[config.mk]
export PLATFORM = sky130hd
export DESIGN_NAME = spm_mul
export DESIGN_NICKNAME = d
export VERILOG_FILES = /design/src/design/spm_pkg.sv /design/src/design/spm_mul.sv
export SDC_FILE = /design/constraint.sdc
export NUM_CORES = 2
export LEC_CHECK = 0
export BUFFER_PORTS_ARGS = -buffer_cell sky130_fd_sc_hd__buf_2
export CAP_MARGIN = 15
export CORE_MARGIN = 1.5
export CORE_UTILIZATION = 25
export CTS_BUF_LIST = sky130_fd_sc_hd__clkbuf_16
export DETAILED_ROUTE_END_ITERATION = 16
export SLEW_MARGIN = 20
export SYNTH_ARGS = -nofsm -noshare
export SYNTH_HDL_FRONTEND = slang
export SYNTH_SLANG_ARGS = --single-unit
[constraint.sdc]
create_clock -name clk -period 10 [get_ports clk]
set_input_delay 2 -clock clk [delete_from_list [all_inputs] [get_ports clk]]
set_output_delay 2 -clock clk [all_outputs]
set_load 0.05 [all_outputs]
[src/design/spm_pkg.sv]
// Shared types, constants and saturating helpers of the sparse polynomial multiplier.
// Used by every other file of the block; depends on nothing.
package spm_pkg;

  localparam int INPUT_TERMS_DEF   = 32;
  localparam int PRODUCT_TERMS_DEF = 64;

  localparam logic [1:0] KIND_LOAD_FIRST  = 2'd0;
  localparam logic [1:0] KIND_LOAD_SECOND = 2'd1;
  localparam logic [1:0] KIND_COMPUTE     = 2'd2;

  localparam logic CFG_IDX_MODE  = 1'b0;
  localparam logic CFG_IDX_POWER = 1'b1;

  localparam logic MODE_MULTIPLY = 1'b0;

  typedef struct packed {
    logic               valid;
    logic signed [31:0] coef;
    logic signed [15:0] expo;
  } term_t;

  typedef enum logic [2:0] {
    OP_NOP,
    OP_INSERT,
    OP_ROTATE,
    OP_SHIFT,
    OP_CLEAR,
    OP_LOAD
  } chain_op_t;

  typedef struct packed {
    chain_op_t          op;
    logic               shift_ok;
    logic signed [31:0] coef;
    logic signed [15:0] expo;
  } chain_cmd_t;

  function automatic logic signed [31:0] sat_add32(input logic signed [31:0] a,
                                                   input logic signed [31:0] b);
    logic signed [32:0] s;
    s = {a[31], a} + {b[31], b};
    if (s[32] != s[31]) begin
      sat_add32 = s[32] ? 32'sh8000_0000 : 32'sh7FFF_FFFF;
    end else begin
      sat_add32 = s[31:0];
    end
  endfunction

  function automatic logic signed [15:0] sat_exp(input logic signed [16:0] s);
    if (s[16] != s[15]) begin
      sat_exp = s[16] ? 16'sh8000 : 16'sh7FFF;
    end else begin
      sat_exp = s[15:0];
    end
  endfunction

  function automatic logic signed [31:0] sat_coef(input logic signed [47:0] q);
    if ((q[47:31] != 17'h0) && (q[47:31] != 17'h1FFFF)) begin
      sat_coef = q[47] ? 32'sh8000_0000 : 32'sh7FFF_FFFF;
    end else begin
      sat_coef = q[31:0];
    end
  endfunction

endpackage

[src/design/spm_mul.sv]
// Two-stage coefficient multiplier with round-half-up and saturation, plus exponent sum.
// Depends on spm_pkg.
module spm_mul import spm_pkg::*; (
  input  logic  clk,
  input  logic  rst,
  input  logic  in_valid,
  input  term_t a,
  input  term_t b,
  output logic  res_valid,
  output term_t res,
  output logic  busy
);

  logic               v1;
  logic signed [63:0] prod;
  logic signed [16:0] esum;
  logic signed [63:0] rounded;

  assign rounded = prod + 64'sd32768;
  assign busy    = v1 || res_valid;

  always_ff @(posedge clk) begin
    if (rst) begin
      v1        <= 1'b0;
      res_valid <= 1'b0;
    end else begin
      v1        <= in_valid;
      res_valid <= v1;
    end
    prod     <= 64'(a.coef) * 64'(b.coef);
    esum     <= 17'(a.expo) + 17'(b.expo);
    res.valid <= 1'b1;
    res.coef <= sat_coef(rounded[63:16]);
    res.expo <= sat_exp(esum);
  end

endmodule

## After elaboration in Yosys (flattened, before gate mapping)

Cells that the tools add are included.
Widths: inputs -> output; s select.

- Register bits: 131
- Memories kept: 0
- Bits in read-only memories: 0
- Latch bits: 0
- RAM bits: 0

- Eq/ne operators: 2
- $add $sub $neg: 2
- Shift-type cells: 0
- Mux-type cells: 4
- Bitwise gates (word level): 0
- Div/mod/pow operators: 0
- $mul: 1
- Magnitude comparators: 0
- Reductions and logical operators: 3

Operator list:

| operator | number |
|---|---|
| $add 64x17->64 const B | 1 |
| $mul 32x32->64 | 1 |
| $mux 32 | 2 |
| $mux 16 | 2 |
| $add 16x16->17 | 1 |
| $ne 17x17->1 const B | 1 |
| $reduce_bool 17->1 | 1 |
| $logic_and 1x1->1 | 1 |
| $logic_or 1x1->1 | 1 |
| $ne 1x1->1 | 1 |

## Longest topological paths before layout

- Depth in word-level cells: 4
- Gate-level depth with buffers: 29
- Depth with buffers taken out: 27

## Least setup slack after synthesis

OpenSTA, ideal clock, no wires.

- Path type: input -> register
- Start: input port a[47] (netlist name)
- End: register prod[59]
- Cell stages on the path: 26
- Data required time: 9.875 ns
- Path buffers: 2
- Path slack: 0.664 ns
- Library setup time: 0.125 ns
- Data arrival time: 9.212 ns
- Cells stage by stage: clkbuf_1 > nand2_1 > inv_1 > fa_1 > fa_1 > inv_1 > fa_1 > inv_1 > fa_1 > inv_1 > fa_1 > inv_1 > fa_1 > inv_1 > fa_1 > inv_1 > fa_1 > ha_1 > clkbuf_1 > a21o_1 > a21oi_1 > o21ai_0 > a21oi_1 > or3b_1 > a21oi_1 > xnor2_1

- Cells in the longest elaborated chain, start to end: 1

RTL lines:

| what | line | RTL |
|---|---|---|
| start, declared | spm_mul.sv:7 | `input term_t a,` |
| $mul 32x32->64 | spm_mul.sv:30 | `prod <= 64'(a.coef) * 64'(b.coef);` |
| end signal, assigned | spm_mul.sv:30 |  |
| end, declared | spm_mul.sv:15 | `logic signed [63:0] prod;` |

Every way passes these cells.
A chain may end at the register's enable or synchronous reset.

## Worst setup path after layout

- Start: input port b[26] (netlist name)
- End: register prod[54]

- Cells in the longest elaborated chain, start to end: 1

RTL lines:

| what | line | RTL |
|---|---|---|
| start, declared | spm_mul.sv:8 | `input term_t b,` |
| $mul 32x32->64 | spm_mul.sv:30 |  |

Every way passes these cells.

==> metrics <==
status=finished clean; Syn Nets=5,672; vias per cell=4.36; H-tree Lvls=4; GP Congestion=0.873; Die Height=405 um; max-capacitance violation count=0; Worst Skew=9.40 ps; clock buffer depth=2; critical path fanouts, max=17; row count=147; total number of vias=28,400; met3 Use GR=1.93%; FMAX=106 MHz; DP HPWL=92.9 mm; Max stage delay cell, worst path=or3_1; # IOs=152; Final setup viols=0; Period minus WS final=9420 ps; EDFF count, synth=0; critical path startpoint category=primary input; simple-gate portion of the synthesized area=16.5%; Routed WL=107 mm; Post-CTS Setup Repair Bufs=0; Crit path required time=10,310 ps; die area=164,000 um^2; Avg WL per Cell=16.4 um; nets=5,724; Clock Latency Late Sink=430 ps; layer with the highest usage=met2; Compound-Gate Fraction of Synth Area=4.01%; crit path DAT=9720 ps; hold_buf cts=0; post-synthesis area per instance=9.41 um^2; Clock Sink Count=116; Hold WC Path Type=register to register; Die X=405 um; GRT overflow=0; biggest cell delay along the critical path=550 ps; CTS Buf Count=17; Slew HR=32.8%; global routing usage on met2=24.7%; CTS tree=done; RSZ-0062 raised after global routing=no; largest family of logic cells by synthesized area=adder cells; M1 GR Usage=17.0%; Synth Area in XOR/XNOR=2.25%; Post-synth ARST share=0%; total negative slack=0 ps; 1st-iter DRT viols=1,523; Netlist cell types=78; pre-CTS WS=154 ps; Antenna Nets Post-Route=0; Initial Util=25.2%; Slew @ Worst Pin=1000 ps; Max Transition Viols Final=0; ys flop type=dfxtp_1; adder-cell share of the synthesized area=59.8%; I/O Buffers=148; antenna violations before repair=23; final hold vios=0; nature of the critical path endpoint=register; DRC Markers=0; first-pass GRT wire length=175 mm; vias in the first global route=31,600; drt pass-1 iters=5; fin util=27.6%; Final Instance Area=44,300 um^2; Root Buffer=clkbuf_16; Top Family by Delay on Critical Path=adder cells; Total Routing Usage GR=13.8%; Cells after Synth=4,290; Bufs and invs on worst path=9; post-synthesis register bit count=116; fin crit share=94.2%; Post-Synthesis Cell Area=40,400 um^2; post_cts resized=0; layout cells sized above 1=7.26%; Placed Area=43,700 um^2; area delta synth->final=9.68%; Setup WS post-layout=583 ps; Clock Pin Slew Worst Setup and Hold Paths=60 ps; Ys Warns=0; sequential cell area fraction in the yosys report=5.75%; mux cell area share after synthesis=0.0496%; # fillers=17,200; Crit path top cell by count=fa_1; Crit Path Class=primary input to register; pin count of the biggest net entering global routing=33; Core Area=160,000 um^2
cells by family (layout without fill, tap and decap cells):
family	count (synthesis)	after routing
and+or+nand+nor	1305	1305
other	1	2
buffers and inverters	1238	1302
DFF	116	116
AOI/OAI and AO/OA	244	244
muxes	2	2
adders and majority gates	1281	1281
xor gates and xnor gates	103	103
area by class of cell:
cell class / count / area [um^2] / area share [%]
antenna: 1 / 2.50 / 0.00565
clock buffer: 17 / 425 / 0.961
clock inverter: 14 / 115 / 0.260
inverter: 1021 / 3830 / 8.65
multi-input combinational: 2936 / 33400 / 75.3
sequential: 116 / 2320 / 5.24
tap: 2160 / 2700 / 6.10
timing repair buffer: 250 / 1520 / 3.43
worst register-to-register path: stages (launching register included):
cell     delay, ps
dfxtp_1        340
ha_1           200
and4_1         270
and3_1         390
nand4_4        240
or2_0          390
a31oi_1        180
nor2_1          60
o21ai_1        550
o21a_1         880
o21ai_0        360
Yosys cell counts, types with 3 or more instances:
cell type | instances | area, um^2
or2_2 | 6 | 37.5
nand2b_1 | 14 | 87.6
o21ai_2 | 8 | 70.1
buf_4 | 4 | 30.0
nand4_1 | 20 | 125
o21a_1 | 17 | 128
nor3_1 | 27 | 135
nor3b_1 | 3 | 22.5
and2_1 | 511 | 3200
a21o_1 | 39 | 293
buf_2 | 3 | 15.0
or3_1 | 7 | 43.8
a21oi_1 | 66 | 330
dfxtp_1 | 116 | 2320
nand3_1 | 30 | 150
fa_1 | 1082 | 21700
a211oi_1 | 10 | 75.1
a41oi_1 | 3 | 26.3
nor2_1 | 93 | 349
a21boi_0 | 4 | 30.0
o22ai_1 | 5 | 31.3
xnor2_1 | 71 | 622
nor3_2 | 4 | 40.0
o221ai_1 | 3 | 26.3
o21ai_0 | 35 | 175
o211ai_1 | 10 | 75.1
inv_1 | 1020 | 3830
nand2_1 | 532 | 2000
nor4_1 | 8 | 50.1
o31ai_1 | 4 | 30.0
o21bai_1 | 5 | 37.5
nand4_4 | 3 | 63.8
xor2_1 | 31 | 272
nor2b_1 | 6 | 37.5
o21ai_1 | 3 | 15.0
clkbuf_1 | 206 | 773
a31oi_1 | 9 | 56.3
and3_1 | 17 | 106
and4_1 | 6 | 52.6
ha_1 | 199 | 2490
a211o_1 | 5 | 43.8
cells in the final DEF (no fill, tap or decap), drive strengths merged, types with 8 or more instances in the layout:
cell,netlist,routed
nor4,8,8
a21o,39,39
nor3,32,32
xnor2,72,72
and3,18,18
dfxtp,116,116
a31oi,9,9
a21oi,67,67
clkbuf,206,17
a211oi,10,10
nand2,533,533
o21a,17,17
inv,1021,1024
and2,511,511
xor2,31,31
nand4,25,25
ha,199,199
fa,1082,1082
nand2b,14,14
nor2,94,94
or2,9,9
nand3,31,31
o21ai,46,46
o211ai,10,10
buf,11,250
sequential cells by signal, summed over array words and instances, names as in the netlist:
| signal | cells |
|---|---|
| esum | 17 |
| res_valid | 1 |
| v1 | 1 |
| prod | 49 |
| res | 48 |
per-layer routing:
layer | wire length [um] | vias up | part of all wire (%)
met5 | 67 | - | 0.063
met1 | 42600 | 14900 | 40
met3 | 5800 | 188 | 5.4
met2 | 54800 | 784 | 51
met4 | 3840 | 10 | 3.6
li1 | - | 12500 | -
final timing paths:
check	startpoint	to	slack, ps	cells past startpoint
worst min register to register	esum[14]	res[14]	430	1
worst min-delay path	esum[14]	res[14]	430	1
worst max register to register	prod[15]	res[30]	5950	10
worst max-delay path	b[26]	prod[54]	580	28
stage by stage:
stage,std cells,hold slack [ps]
after floorplan,4290,403
after global placement,6483,412
after detailed placement,6483,413
after CTS,6514,429
after global routing,6514,439
final,6515,425
Power is not shown: default switching activity piles up to over one toggle a cycle in this logic, so the estimate is an artifact.
